**config.mk**
```make
export PLATFORM = sky130hd
export DESIGN_NAME = calendar_date_day_offset_top
export DESIGN_NICKNAME = d
export VERILOG_FILES = /design/src/rtl/cdo_pkg.sv /design/src/rtl/cdo_dby.sv /design/src/rtl/cdo_ctrl.sv /design/src/rtl/cdo_dpath.sv /design/src/rtl/calendar_date_day_offset_top.sv
export SDC_FILE = /design/constraint.sdc
export NUM_CORES = 1
export LEC_CHECK = 0
export BUFFER_PORTS_ARGS = -buffer_cell sky130_fd_sc_hd__buf_2
export CORE_MARGIN = 3
export CORE_UTILIZATION = 38
export CTS_BUF_LIST = sky130_fd_sc_hd__clkbuf_2 sky130_fd_sc_hd__clkbuf_4 sky130_fd_sc_hd__clkbuf_8
export CTS_CLUSTER_DIAMETER = 80
export DETAILED_ROUTE_END_ITERATION = 10
export PLACE_DENSITY = 0.57
export SYNTH_ARGS = -nofsm -noshare
export SYNTH_HDL_FRONTEND = slang
export SYNTH_SLANG_ARGS = --single-unit
```
**constraint.sdc**
```tcl
create_clock -name i_clk -period 17.2 [get_ports i_clk]
set_clock_uncertainty 0.05 [all_clocks]
set_input_delay 3.44 -clock i_clk [delete_from_list [all_inputs] [get_ports i_clk]]
set_output_delay 3.44 -clock i_clk [all_outputs]
set_load 0.01 [all_outputs]
```
**src/rtl/cdo_pkg.sv**
```systemverilog
// Shared types, constants and calendar tables for the date day-offset block.
`default_nettype none

package cdo_pkg;

    // Field widths
    localparam int DAY_W      = 5;
    localparam int MON_W      = 4;
    localparam int YEAR_W     = 14;
    localparam int OPY_W      = YEAR_W + 1;   // year operand, reaches max_year + 1
    localparam int OFF_W      = 23;
    localparam int DBY_W      = 23;           // days from year 0 up to 16384
    localparam int ABS_W      = DBY_W + 2;    // signed absolute day count
    localparam int DN_W       = 22;
    localparam int REM_W      = 9;            // day within a year
    localparam int CUM_W      = 9;
    localparam int ST_W       = 2;
    localparam int TDATA_W    = 48;
    localparam int CFG_ADDR_W = 1;
    localparam int CFG_DATA_W = YEAR_W;

    // Register reset values
    localparam logic [YEAR_W-1:0] MIN_YEAR_RST = YEAR_W'(1900);
    localparam logic [YEAR_W-1:0] MAX_YEAR_RST = YEAR_W'(9999);

    // Day-before-year arithmetic: floor(x / 100) == (x * RECIP_100) >> RECIP_100_SH
    localparam int DAYS_PER_YEAR = 365;
    localparam int CENTURY       = 100;
    localparam int RECIP_100     = 5243;
    localparam int RECIP_100_SH  = 19;

    // Configuration register indexes
    typedef logic [CFG_ADDR_W-1:0] t_cfg_addr;
    localparam t_cfg_addr CFG_MIN_YEAR = 1'b0;
    localparam t_cfg_addr CFG_MAX_YEAR = 1'b1;

    // Result status codes
    typedef enum logic [ST_W-1:0] {
        ST_OK       = 2'd0,
        ST_BAD_DATE = 2'd1,
        ST_RANGE    = 2'd2
    } t_status;

    // Year operand select for the day-before-year unit
    typedef enum logic [2:0] {
        OP_MIN_YEAR,
        OP_IN_YEAR,
        OP_LIM_YEAR,
        OP_MID_YEAR,
        OP_LO_YEAR
    } t_op_sel;

    // Controller states
    typedef enum logic [3:0] {
        S_IDLE,
        S_BASE,
        S_IN_YEAR,
        S_DAY_NUM,
        S_TOTAL,
        S_RANGE,
        S_BS_EVAL,
        S_BS_CMP,
        S_RES_YEAR,
        S_REM,
        S_MONTH,
        S_DONE
    } t_state;

    // Controller to datapath
    typedef struct packed {
        t_op_sel op_sel;
        logic    in_ld;
        logic    base_ld;
        logic    dn_ld;
        logic    tot_ld;
        logic    bs_init;
        logic    bs_step;
        logic    rem_ld;
        logic    mon_ld;
        logic    out_ld;
        t_status kind;
    } t_cmd;

    // Datapath to controller
    typedef struct packed {
        logic date_ok;
        logic in_range;
        logic init_more;
        logic step_more;
        logic out_free;
    } t_sts;

    // Month lengths and days before each month, indexed by month code
    localparam logic [DAY_W-1:0] MONTH_LEN [16] = '{
        5'd0, 5'd31, 5'd28, 5'd31, 5'd30, 5'd31, 5'd30, 5'd31,
        5'd31, 5'd30, 5'd31, 5'd30, 5'd31, 5'd0, 5'd0, 5'd0
    };
    localparam logic [CUM_W-1:0] CUM_DAYS [16] = '{
        9'd0, 9'd0, 9'd31, 9'd59, 9'd90, 9'd120, 9'd151, 9'd181,
        9'd212, 9'd243, 9'd273, 9'd304, 9'd334, 9'd0, 9'd0, 9'd0
    };

    function automatic logic [DAY_W-1:0] days_in_month(input logic [MON_W-1:0] m,
                                                       input logic lp);
        logic [DAY_W-1:0] len;
        len = MONTH_LEN[m];
        if (m == MON_W'(2) && lp) begin
            len = DAY_W'(29);
        end
        return len;
    endfunction

    function automatic logic [CUM_W-1:0] days_before_month(input logic [MON_W-1:0] m,
                                                           input logic lp);
        logic [CUM_W-1:0] cum;
        cum = CUM_DAYS[m];
        if (lp && m > MON_W'(2) && m <= MON_W'(12)) begin
            cum = cum + CUM_W'(1);
        end
        return cum;
    endfunction

endpackage

`default_nettype wire

```
**src/rtl/cdo_dby.sv**
```systemverilog
// Registered unit: days in all years before a given year, and its leap flag.
`default_nettype none

module cdo_dby (
    input  wire logic                          i_clk,
    input  wire logic [cdo_pkg::OPY_W-1:0]     i_year,
    output logic      [cdo_pkg::DBY_W-1:0]     o_dby,
    output logic                               o_leap
);

    localparam int PROD_W = cdo_pkg::OPY_W + 13;
    localparam int C100_W = PROD_W - cdo_pkg::RECIP_100_SH;
    localparam int LEAP_W = 13;

    logic [cdo_pkg::OPY_W-1:0]  y_up100;
    logic [PROD_W-1:0]          prod100;
    logic [C100_W-1:0]          c100;
    logic [C100_W:0]            c100_up4;
    logic [cdo_pkg::OPY_W-1:0]  y_up4;
    logic [LEAP_W-1:0]          leaps;
    logic [cdo_pkg::DBY_W:0]    y365;
    logic [cdo_pkg::OPY_W:0]    c100_x100;
    logic                       div100;
    logic [cdo_pkg::DBY_W-1:0]  n_dby;
    logic                       n_leap;

    // Count leap years with ceilings: ceil(y/4) - ceil(y/100) + ceil(ceil(y/100)/4)
    always_comb begin
        y_up100   = i_year + cdo_pkg::OPY_W'(99);
        prod100   = PROD_W'(y_up100) * PROD_W'(cdo_pkg::RECIP_100);
        c100      = prod100[PROD_W-1:cdo_pkg::RECIP_100_SH];
        c100_up4  = {1'b0, c100} + (C100_W+1)'(3);
        y_up4     = i_year + cdo_pkg::OPY_W'(3);
        leaps     = LEAP_W'(y_up4[cdo_pkg::OPY_W-1:2]) - LEAP_W'(c100)
                  + LEAP_W'(c100_up4[C100_W:2]);
        y365      = (cdo_pkg::DBY_W+1)'(i_year) * (cdo_pkg::DBY_W+1)'(cdo_pkg::DAYS_PER_YEAR);
        n_dby     = cdo_pkg::DBY_W'(y365 + (cdo_pkg::DBY_W+1)'(leaps));
        // Century years are leap only when the century count is a multiple of four
        c100_x100 = (cdo_pkg::OPY_W+1)'(c100) * (cdo_pkg::OPY_W+1)'(cdo_pkg::CENTURY);
        div100    = (c100_x100 == {1'b0, i_year});
        n_leap    = (i_year[1:0] == 2'b00 && !div100) || (div100 && c100[1:0] == 2'b00);
    end

    // Register the result
    always_ff @(posedge i_clk) begin
        o_dby  <= n_dby;
        o_leap <= n_leap;
    end

endmodule

`default_nettype wire

```
**src/rtl/cdo_ctrl.sv**
```systemverilog
// Controller state machine that sequences one date request through the datapath.
`default_nettype none

module cdo_ctrl (
    input  wire logic          i_clk,
    input  wire logic          i_rst_n,
    input  wire logic          i_s_tvalid,
    output logic               o_s_tready,
    input  wire cdo_pkg::t_sts i_sts,
    output cdo_pkg::t_cmd      o_cmd
);

    cdo_pkg::t_state  r_state, n_state;
    cdo_pkg::t_status r_kind, n_kind;

    // Hold state and result kind
    always_ff @(posedge i_clk) begin
        if (!i_rst_n) begin
            r_state <= cdo_pkg::S_IDLE;
            r_kind  <= cdo_pkg::ST_OK;
        end else begin
            r_state <= n_state;
            r_kind  <= n_kind;
        end
    end

    // Next state
    always_comb begin
        n_state = r_state;
        n_kind  = r_kind;
        unique case (r_state)
            cdo_pkg::S_IDLE: begin
                if (i_s_tvalid) begin
                    n_state = cdo_pkg::S_BASE;
                end
            end
            cdo_pkg::S_BASE:    n_state = cdo_pkg::S_IN_YEAR;
            cdo_pkg::S_IN_YEAR: n_state = cdo_pkg::S_DAY_NUM;
            cdo_pkg::S_DAY_NUM: begin
                if (i_sts.date_ok) begin
                    n_state = cdo_pkg::S_TOTAL;
                end else begin
                    n_kind  = cdo_pkg::ST_BAD_DATE;
                    n_state = cdo_pkg::S_DONE;
                end
            end
            cdo_pkg::S_TOTAL:   n_state = cdo_pkg::S_RANGE;
            cdo_pkg::S_RANGE: begin
                if (!i_sts.in_range) begin
                    n_kind  = cdo_pkg::ST_RANGE;
                    n_state = cdo_pkg::S_DONE;
                end else if (i_sts.init_more) begin
                    n_state = cdo_pkg::S_BS_EVAL;
                end else begin
                    n_state = cdo_pkg::S_RES_YEAR;
                end
            end
            cdo_pkg::S_BS_EVAL: n_state = cdo_pkg::S_BS_CMP;
            cdo_pkg::S_BS_CMP: begin
                n_state = i_sts.step_more ? cdo_pkg::S_BS_EVAL : cdo_pkg::S_RES_YEAR;
            end
            cdo_pkg::S_RES_YEAR: n_state = cdo_pkg::S_REM;
            cdo_pkg::S_REM:      n_state = cdo_pkg::S_MONTH;
            cdo_pkg::S_MONTH: begin
                n_kind  = cdo_pkg::ST_OK;
                n_state = cdo_pkg::S_DONE;
            end
            cdo_pkg::S_DONE: begin
                if (i_sts.out_free) begin
                    n_state = cdo_pkg::S_IDLE;
                end
            end
            default: n_state = cdo_pkg::S_IDLE;
        endcase
    end

    // Commands
    always_comb begin
        o_s_tready = 1'b0;
        o_cmd      = '0;
        o_cmd.kind = r_kind;
        unique case (r_state)
            cdo_pkg::S_IDLE: begin
                o_s_tready  = 1'b1;
                o_cmd.in_ld = i_s_tvalid;
            end
            cdo_pkg::S_BASE: o_cmd.op_sel = cdo_pkg::OP_MIN_YEAR;
            cdo_pkg::S_IN_YEAR: begin
                o_cmd.op_sel  = cdo_pkg::OP_IN_YEAR;
                o_cmd.base_ld = 1'b1;
            end
            cdo_pkg::S_DAY_NUM: begin
                o_cmd.op_sel = cdo_pkg::OP_LIM_YEAR;
                o_cmd.dn_ld  = 1'b1;
            end
            cdo_pkg::S_TOTAL:    o_cmd.tot_ld = 1'b1;
            cdo_pkg::S_RANGE:    o_cmd.bs_init = i_sts.in_range;
            cdo_pkg::S_BS_EVAL:  o_cmd.op_sel = cdo_pkg::OP_MID_YEAR;
            cdo_pkg::S_BS_CMP:   o_cmd.bs_step = 1'b1;
            cdo_pkg::S_RES_YEAR: o_cmd.op_sel = cdo_pkg::OP_LO_YEAR;
            cdo_pkg::S_REM:      o_cmd.rem_ld = 1'b1;
            cdo_pkg::S_MONTH:    o_cmd.mon_ld = 1'b1;
            cdo_pkg::S_DONE:     o_cmd.out_ld = i_sts.out_free;
            default: o_cmd = '0;
        endcase
    end

endmodule

`default_nettype wire

```
**src/rtl/cdo_dpath.sv**
```systemverilog
// Datapath: config registers, date operands, year search, month split, output register.
`default_nettype none

module cdo_dpath (
    input  wire logic                              i_clk,
    input  wire logic                              i_rst_n,
    input  wire logic                              i_cfg_we,
    input  wire logic [cdo_pkg::CFG_ADDR_W-1:0]    i_cfg_addr,
    input  wire logic [cdo_pkg::CFG_DATA_W-1:0]    i_cfg_wdata,
    input  wire logic [cdo_pkg::TDATA_W-1:0]       i_s_tdata,
    output logic                                   o_m_tvalid,
    input  wire logic                              i_m_tready,
    output logic      [cdo_pkg::TDATA_W-1:0]       o_m_tdata,
    output logic      [cdo_pkg::ST_W-1:0]          o_m_tuser,
    input  wire cdo_pkg::t_cmd                     i_cmd,
    output cdo_pkg::t_sts                          o_sts
);

    localparam int DAY_LSB  = 0;
    localparam int MON_LSB  = DAY_LSB + cdo_pkg::DAY_W;
    localparam int YEAR_LSB = MON_LSB + cdo_pkg::MON_W;
    localparam int OFF_LSB  = YEAR_LSB + cdo_pkg::YEAR_W;
    localparam int DN_LSB   = YEAR_LSB + cdo_pkg::YEAR_W;
    localparam int OUT_USED = DN_LSB + cdo_pkg::DN_W;
    localparam int Y_W      = cdo_pkg::YEAR_W;

    // Midpoint of a search window, rounded up
    function automatic logic [Y_W-1:0] mid_of(input logic [Y_W-1:0] lo,
                                              input logic [Y_W-1:0] hi);
        logic [Y_W:0] span;
        span = {1'b0, hi} - {1'b0, lo} + (Y_W+1)'(1);
        return lo + span[Y_W:1];
    endfunction

    logic [Y_W-1:0]                  r_min_year, r_max_year;
    logic [cdo_pkg::DAY_W-1:0]       r_in_day;
    logic [cdo_pkg::MON_W-1:0]       r_in_month;
    logic [Y_W-1:0]                  r_in_year;
    logic [cdo_pkg::OFF_W-1:0]       r_in_off;
    logic [cdo_pkg::DBY_W-1:0]       r_base, r_dn_abs, r_lim;
    logic signed [cdo_pkg::ABS_W-1:0] r_abs;
    logic [Y_W-1:0]                  r_lo, r_hi, r_mid;
    logic [cdo_pkg::REM_W-1:0]       r_rem;
    logic                            r_rleap;
    logic [cdo_pkg::MON_W-1:0]       r_res_month;
    logic                            r_out_valid;
    logic [cdo_pkg::TDATA_W-1:0]     r_out_tdata;
    logic [cdo_pkg::ST_W-1:0]        r_out_tuser;

    logic [cdo_pkg::OPY_W-1:0]       op_year;
    logic [cdo_pkg::DBY_W-1:0]       dby;
    logic                            dby_leap;
    logic                            go_up;
    logic [Y_W-1:0]                  n_lo, n_hi;
    logic [cdo_pkg::DBY_W-1:0]       n_dn_abs;
    logic signed [cdo_pkg::ABS_W-1:0] n_abs;
    logic [cdo_pkg::DBY_W-1:0]       abs_low;
    logic [cdo_pkg::DBY_W-1:0]       rem_full;
    logic [12:1]                     month_hit;
    logic [cdo_pkg::DAY_W-1:0]       res_day;
    logic [cdo_pkg::DBY_W-1:0]       dn_ok, dn_range;
    logic [cdo_pkg::TDATA_W-1:0]     n_out_tdata;
    logic [cdo_pkg::ST_W-1:0]        n_out_tuser;

    // Configuration registers
    always_ff @(posedge i_clk) begin
        if (!i_rst_n) begin
            r_min_year <= cdo_pkg::MIN_YEAR_RST;
            r_max_year <= cdo_pkg::MAX_YEAR_RST;
        end else if (i_cfg_we) begin
            unique case (i_cfg_addr)
                cdo_pkg::CFG_MIN_YEAR: r_min_year <= i_cfg_wdata;
                cdo_pkg::CFG_MAX_YEAR: r_max_year <= i_cfg_wdata;
            endcase
        end
    end

    // Select the year operand for the day-before-year unit
    always_comb begin
        case (i_cmd.op_sel)
            cdo_pkg::OP_MIN_YEAR: op_year = {1'b0, r_min_year};
            cdo_pkg::OP_IN_YEAR:  op_year = {1'b0, r_in_year};
            cdo_pkg::OP_LIM_YEAR: op_year = {1'b0, r_max_year} + cdo_pkg::OPY_W'(1);
            cdo_pkg::OP_MID_YEAR: op_year = {1'b0, r_mid};
            cdo_pkg::OP_LO_YEAR:  op_year = {1'b0, r_lo};
            default:              op_year = '0;
        endcase
    end

    cdo_dby u_dby (
        .i_clk  (i_clk),
        .i_year (op_year),
        .o_dby  (dby),
        .o_leap (dby_leap)
    );

    // Day number, shifted total and search step
    always_comb begin
        n_dn_abs = dby + cdo_pkg::DBY_W'(cdo_pkg::days_before_month(r_in_month, dby_leap))
                 + cdo_pkg::DBY_W'(r_in_day) - cdo_pkg::DBY_W'(1);
        n_abs    = $signed({2'b00, r_dn_abs})
                 + $signed({{(cdo_pkg::ABS_W-cdo_pkg::OFF_W){r_in_off[cdo_pkg::OFF_W-1]}},
                            r_in_off});
        abs_low  = r_abs[cdo_pkg::DBY_W-1:0];
        go_up    = (dby <= abs_low);
        n_lo     = go_up ? r_mid : r_lo;
        n_hi     = go_up ? r_hi : r_mid - Y_W'(1);
        rem_full = abs_low - dby;
    end

    // Status to the controller
    always_comb begin
        o_sts.date_ok   = (r_in_year >= r_min_year) && (r_in_year <= r_max_year)
                       && (r_in_month >= cdo_pkg::MON_W'(1))
                       && (r_in_month <= cdo_pkg::MON_W'(12))
                       && (r_in_day >= cdo_pkg::DAY_W'(1))
                       && (r_in_day <= cdo_pkg::days_in_month(r_in_month, dby_leap));
        o_sts.in_range  = (r_abs >= $signed({2'b00, r_base}))
                       && (r_abs < $signed({2'b00, r_lim}));
        o_sts.init_more = (r_min_year < r_max_year);
        o_sts.step_more = (n_lo < n_hi);
        o_sts.out_free  = !r_out_valid || i_m_tready;
    end

    // Month from the day within the year
    always_comb begin
        for (int k = 1; k <= 12; k++) begin
            month_hit[k] = (r_rem >= cdo_pkg::days_before_month(cdo_pkg::MON_W'(k), r_rleap));
        end
    end

    // Capture the request and advance the work registers
    always_ff @(posedge i_clk) begin
        if (i_cmd.in_ld) begin
            r_in_day   <= i_s_tdata[DAY_LSB +: cdo_pkg::DAY_W];
            r_in_month <= i_s_tdata[MON_LSB +: cdo_pkg::MON_W];
            r_in_year  <= i_s_tdata[YEAR_LSB +: Y_W];
            r_in_off   <= i_s_tdata[OFF_LSB +: cdo_pkg::OFF_W];
        end
        if (i_cmd.base_ld) begin
            r_base <= dby;
        end
        if (i_cmd.dn_ld) begin
            r_dn_abs <= n_dn_abs;
        end
        if (i_cmd.tot_ld) begin
            r_abs <= n_abs;
            r_lim <= dby;
        end
        if (i_cmd.bs_init) begin
            r_lo  <= r_min_year;
            r_hi  <= r_max_year;
            r_mid <= mid_of(r_min_year, r_max_year);
        end else if (i_cmd.bs_step) begin
            r_lo  <= n_lo;
            r_hi  <= n_hi;
            r_mid <= mid_of(n_lo, n_hi);
        end
        if (i_cmd.rem_ld) begin
            r_rem   <= rem_full[cdo_pkg::REM_W-1:0];
            r_rleap <= dby_leap;
        end
        if (i_cmd.mon_ld) begin
            r_res_month <= cdo_pkg::MON_W'($countones(month_hit));
        end
    end

    // Assemble the result
    always_comb begin
        res_day  = cdo_pkg::DAY_W'(r_rem
                 - cdo_pkg::days_before_month(r_res_month, r_rleap) + cdo_pkg::REM_W'(1));
        dn_ok    = abs_low - r_base;
        dn_range = r_dn_abs - r_base;
        n_out_tdata = '0;
        n_out_tdata[DAY_LSB +: cdo_pkg::DAY_W]  = r_in_day;
        n_out_tdata[MON_LSB +: cdo_pkg::MON_W]  = r_in_month;
        n_out_tdata[YEAR_LSB +: Y_W]            = r_in_year;
        n_out_tuser = cdo_pkg::ST_W'(i_cmd.kind);
        case (i_cmd.kind)
            cdo_pkg::ST_OK: begin
                n_out_tdata[DAY_LSB +: cdo_pkg::DAY_W] = res_day;
                n_out_tdata[MON_LSB +: cdo_pkg::MON_W] = r_res_month;
                n_out_tdata[YEAR_LSB +: Y_W]           = r_lo;
                n_out_tdata[DN_LSB +: cdo_pkg::DN_W]   = dn_ok[cdo_pkg::DN_W-1:0];
            end
            cdo_pkg::ST_RANGE: begin
                n_out_tdata[DN_LSB +: cdo_pkg::DN_W]   = dn_range[cdo_pkg::DN_W-1:0];
            end
            default: begin
                n_out_tuser = cdo_pkg::ST_W'(cdo_pkg::ST_BAD_DATE);
            end
        endcase
        n_out_tdata[cdo_pkg::TDATA_W-1:OUT_USED] = '0;
    end

    // Output register: hold until taken
    always_ff @(posedge i_clk) begin
        if (!i_rst_n) begin
            r_out_valid <= 1'b0;
        end else if (i_cmd.out_ld) begin
            r_out_valid <= 1'b1;
        end else if (i_m_tready) begin
            r_out_valid <= 1'b0;
        end
    end

    always_ff @(posedge i_clk) begin
        if (i_cmd.out_ld) begin
            r_out_tdata <= n_out_tdata;
            r_out_tuser <= n_out_tuser;
        end
    end

    assign o_m_tvalid = r_out_valid;
    assign o_m_tdata  = r_out_tdata;
    assign o_m_tuser  = r_out_tuser;

endmodule

`default_nettype wire

```
**src/rtl/calendar_date_day_offset_top.sv**
```systemverilog
// Top level of the Gregorian date day-offset block.
//
// Usage:
//   Slave stream takes one request per transfer: a date (day, month, year)
//   and a signed day offset. Master stream returns one result per request:
//   the shifted date and its day number from 1 January of min_year, or for a
//   rejected request the input date; a status in tuser (ok, invalid input
//   date, result outside the window). The config port writes min_year (index
//   0) and max_year (index 1); write it only while no request is in flight.
// Timing:
//   An invalid date goes from the date check straight to the result. A valid
//   date runs k binary-search steps over the year window, where k is
//   ceil(log2(max_year - min_year + 1)), at most 14. The year search shares one
//   registered day-before-year unit, and each step passes through an evaluate
//   and a compare state. One request is worked on at a time, and a new one is
//   taken in the cycle after the result is loaded into the output register.
// Reset and stall:
//   Synchronous reset empties the output register, returns the controller to
//   idle and restores min_year 1900, max_year 9999. A stalled result holds in
//   the output register while the next request is accepted and worked on.
`default_nettype none

module calendar_date_day_offset_top (
    input  wire logic                              i_clk,
    input  wire logic                              i_rst_n,
    // Config write port
    input  wire logic                              i_cfg_we,
    input  wire logic [cdo_pkg::CFG_ADDR_W-1:0]    i_cfg_addr,
    input  wire logic [cdo_pkg::CFG_DATA_W-1:0]    i_cfg_wdata,
    // Request stream
    input  wire logic                              i_s_tvalid,
    output logic                                   o_s_tready,
    // tdata: in_day[4:0], in_month[8:5], in_year[22:9], day_offset[45:23], zero[47:46]
    input  wire logic [cdo_pkg::TDATA_W-1:0]       i_s_tdata,
    // Result stream
    output logic                                   o_m_tvalid,
    input  wire logic                              i_m_tready,
    // tdata: out_day[4:0], out_month[8:5], out_year[22:9], day_number[44:23], zero[47:45]
    output logic      [cdo_pkg::TDATA_W-1:0]       o_m_tdata,
    // tuser: status[1:0]
    output logic      [cdo_pkg::ST_W-1:0]          o_m_tuser
);

    cdo_pkg::t_cmd cmd;
    cdo_pkg::t_sts sts;

    cdo_ctrl u_ctrl (
        .i_clk      (i_clk),
        .i_rst_n    (i_rst_n),
        .i_s_tvalid (i_s_tvalid),
        .o_s_tready (o_s_tready),
        .i_sts      (sts),
        .o_cmd      (cmd)
    );

    cdo_dpath u_dpath (
        .i_clk       (i_clk),
        .i_rst_n     (i_rst_n),
        .i_cfg_we    (i_cfg_we),
        .i_cfg_addr  (i_cfg_addr),
        .i_cfg_wdata (i_cfg_wdata),
        .i_s_tdata   (i_s_tdata),
        .o_m_tvalid  (o_m_tvalid),
        .i_m_tready  (i_m_tready),
        .o_m_tdata   (o_m_tdata),
        .o_m_tuser   (o_m_tuser),
        .i_cmd       (cmd),
        .o_sts       (sts)
    );

endmodule

`default_nettype wire

```
==> results.json <==
{
  "finalNetCount": 4099,
  "finalSetupTns_ps": 0,
  "n_fill_cell": 7920,
  "wl_per_cell_um": 17.7,
  "final_cell_area_mm2": 0.0341,
  "post-dp-hpwl_um": 62800,
  "cts_root_buffer": "clkbuf_8",
  "place_area_mm2": 0.0329,
  "fp.dieH_um": 292,
  "start_util_pct": 38.4,
  "required_ps": 17700,
  "drive_gt1_share_pct": 10.2,
  "vias": 22600,
  "path_class": "flop to flop",
  "cts_hold_buffers": 0,
  "antenna_found_initial": 5,
  "grt_pass1_vias": 22200,
  "ys_ff_latch": 302,
  "pin_count": 120,
  "slew_viol_final": 0,
  "die_w_um": 292,
  "die-area_mm2": 0.0850,
  "grt_pass1_wl_um": 124000,
  "dr.pass1.iters": 8,
  "critPathSlowestCell": "dfxtp_1",
  "period_minus_slack_ps": 16010,
  "drt_iter0_drc": 1408,
  "final_antenna_net_count": 0,
  "clk_latency_ps": 670,
  "ys_warn_count": 0,
  "outcome": "completed",
  "post_cts_resized": 0,
  "setup_viol": 0,
  "overflow": 0,
  "synth_edf_count": 243,
  "gp_congestion": 0.904,
  "grt_max_degree": 80,
  "track_usage_pct": 18.4,
  "max_cap_violations": 0,
  "syn-cell-area_mm2": 0.0310,
  "worstPathMaxFanout": 20,
  "max_clock_freq_mhz": 62.5,
  "avgViaCountPerCell": 5.11,
  "hold_slack_ps": 420,
  "area_delta_synth_final_pct": 10.2,
  "hp-class": "flop to flop",
  "finish.utilization_pct": 42.3,
  "async_flop_share_pct": 0,
  "ys.flop_type": "edfxtp_1",
  "synth_cell_types": 98,
  "worstMarginPinSlew_ps": 1010,
  "cts_tree": "yes",
  "rows": 104,
  "ys_seq_area_share_pct": 27.4,
  "crit_top_cell": "ha_1",
  "max_slew_margin_pct": 30.9,
  "path_clk_slew_ps": 60,
  "cts.sinks": 302,
  "critPathLaunchType": "flop",
  "core_area_mm2": 0.0807,
  "cts_buffers": 57,
  "avgSynthCellArea_um2": 9.75,
  "drc": 0,
  "rsz0062_at_grt": "false",
  "endpoint_kind": "flop",
  "hold_viol": 0,
  "netlist_instances": 3177,
  "cts_setup_buffers": 0,
  "max_stage_delay_ps": 830,
  "cts_buffer_depth": 3,
  "totalWireLength_um": 78500,
  "finalCritPeriodShare_pct": 93.1,
  "cp_data_arrival_time_ps": 16510,
  "htreeDepth": 2,
  "io_buffers": 114
}
[sequential cells by signal (all words and copies together) (netlist names), 9 cells and up]
name / count
u_dpath.r_rem: 9
u_dpath.r_in_year: 14
u_dpath.r_in_off: 23
u_dpath.r_min_year: 14
u_dpath.r_mid: 14
u_dpath.r_abs: 25
u_dpath.r_lo: 14
u_dpath.r_base: 23
u_dpath.r_dn_abs: 23
u_dpath.r_max_year: 14
u_dpath.o_m_tdata: 45
u_dpath.u_dby.o_dby: 23
u_dpath.r_lim: 23
u_dpath.r_hi: 14
[cell type report]
class / count / area, um2 / share of cell area (%)
Timing Repair Buffer: 138 / 751 / 2.20
Tap cell: 1060 / 1330 / 3.88
Sequential cell: 302 / 8480 / 24.8
Clock inverter: 31 / 287 / 0.839
Clock buffer: 76 / 971 / 2.84
Multi-Input combinational cell: 2350 / 20600 / 60.2
Inverter: 474 / 1780 / 5.21
Antenna cell: 2 / 5.00 / 0.0147
[metrics by stage]
stage,setup slack [ps],std cells
floorplan,3660,3180
global placement,1490,4324
detailed placement,1410,4324
CTS,1290,4431
global route,57.1,4433
finish,1190,4433
[cells by family after synthesis]
logic type,share of synthesized area (%)
flops,27.4
simple gates,10.6
compound gates,13.6
buf+inv,6.51
xor+xnor,7.93
other cells,0.0121
fa+ha+maj,32.1
mux,1.94
[Yosys cell counts, types with 5 or more instances]
master	number	area [um2]
nor2_1	174	653
inv_2	5	18.8
and3_1	14	87.6
o22ai_1	5	31.3
and4_1	5	43.8
inv_1	468	1760
a21oi_1	182	911
fa_1	143	2860
or3_1	18	113
mux2i_1	14	140
nand4_1	18	113
a21boi_0	25	188
xnor2_1	195	1710
a22oi_1	7	52.6
a211oi_1	14	105
a222oi_1	5	50.1
buf_4	6	45.0
a31oi_1	16	100
nor4_1	16	100
nand2b_1	31	194
o21ai_0	132	661
o2111ai_1	9	78.8
mux2_2	37	417
xor2_1	70	613
nor3_1	49	245
nor2b_1	43	269
o211ai_1	21	158
edfxtp_1	243	7300
nand3_1	48	240
dfxtp_1	59	1180
nand2_1	198	743
o41ai_1	6	52.6
a21o_1	86	646
a221oi_1	5	43.8
or2_2	10	62.6
clkbuf_1	41	154
and2_1	17	106
o21bai_1	27	203
o21a_1	27	203
ha_1	565	7070
a22o_1	6	52.6
[cell usage in the layout, fill, tap and decap left out, types with 24 or more instances in the layout]
| cell type | instances |
|---|---|
| nor2b_1 | 42 |
| dfxtp_1 | 59 |
| o21a_1 | 27 |
| nand2b_1 | 31 |
| mux2_2 | 37 |
| nor3_1 | 48 |
| xor2_1 | 70 |
| xnor2_1 | 195 |
| a21boi_0 | 25 |
| buf_2 | 114 |
| nand2_1 | 198 |
| nand3_1 | 48 |
| a21oi_1 | 182 |
| buf_4 | 24 |
| nor2_1 | 173 |
| o21ai_0 | 131 |
| inv_1 | 468 |
| ha_1 | 565 |
| edfxtp_1 | 243 |
| a21o_1 | 86 |
| fa_1 | 143 |
| o21bai_1 | 27 |
| clkbuf_8 | 64 |
[metal layers]
metal	vias to the layer above	global-route usage (%)	wire [um]
met3	103	2.59	4120
met5	-	0	46
li1	11300	-	-
met4	6	4.27	1680
met1	10700	25.7	36900
met2	465	30.1	35700
[worst max-delay path: cells and delay by family (launching register included)]
| kind | cells | cell delay, ps |
|---|---|---|
| AOI/OAI and AO/OA | 20 | 4700 |
| xor gates and xnor gates | 6 | 1430 |
| adders and majority gates | 12 | 4550 |
| buffers and inverters | 5 | 500 |
| DFF | 1 | 830 |
| and+or+nand+nor | 13 | 3820 |
[path summary, 6_finish.rpt]
path,start,end,cells past startpoint,slack [ps]
worst max-delay path,u_ctrl.r_state[1],u_dpath.u_dby.o_dby[22],56,1190
worst min-delay path,u_dpath.u_dby.o_dby[5],u_dpath.r_base[5],0,420
worst max register to register,u_ctrl.r_state[1],u_dpath.u_dby.o_dby[22],56,1190
worst min register to register,u_dpath.u_dby.o_dby[5],u_dpath.r_base[5],0,420
Power is left out: the tool's default activity adds up to more than one toggle a clock period on the data nets, which glitch-free logic cannot reach.
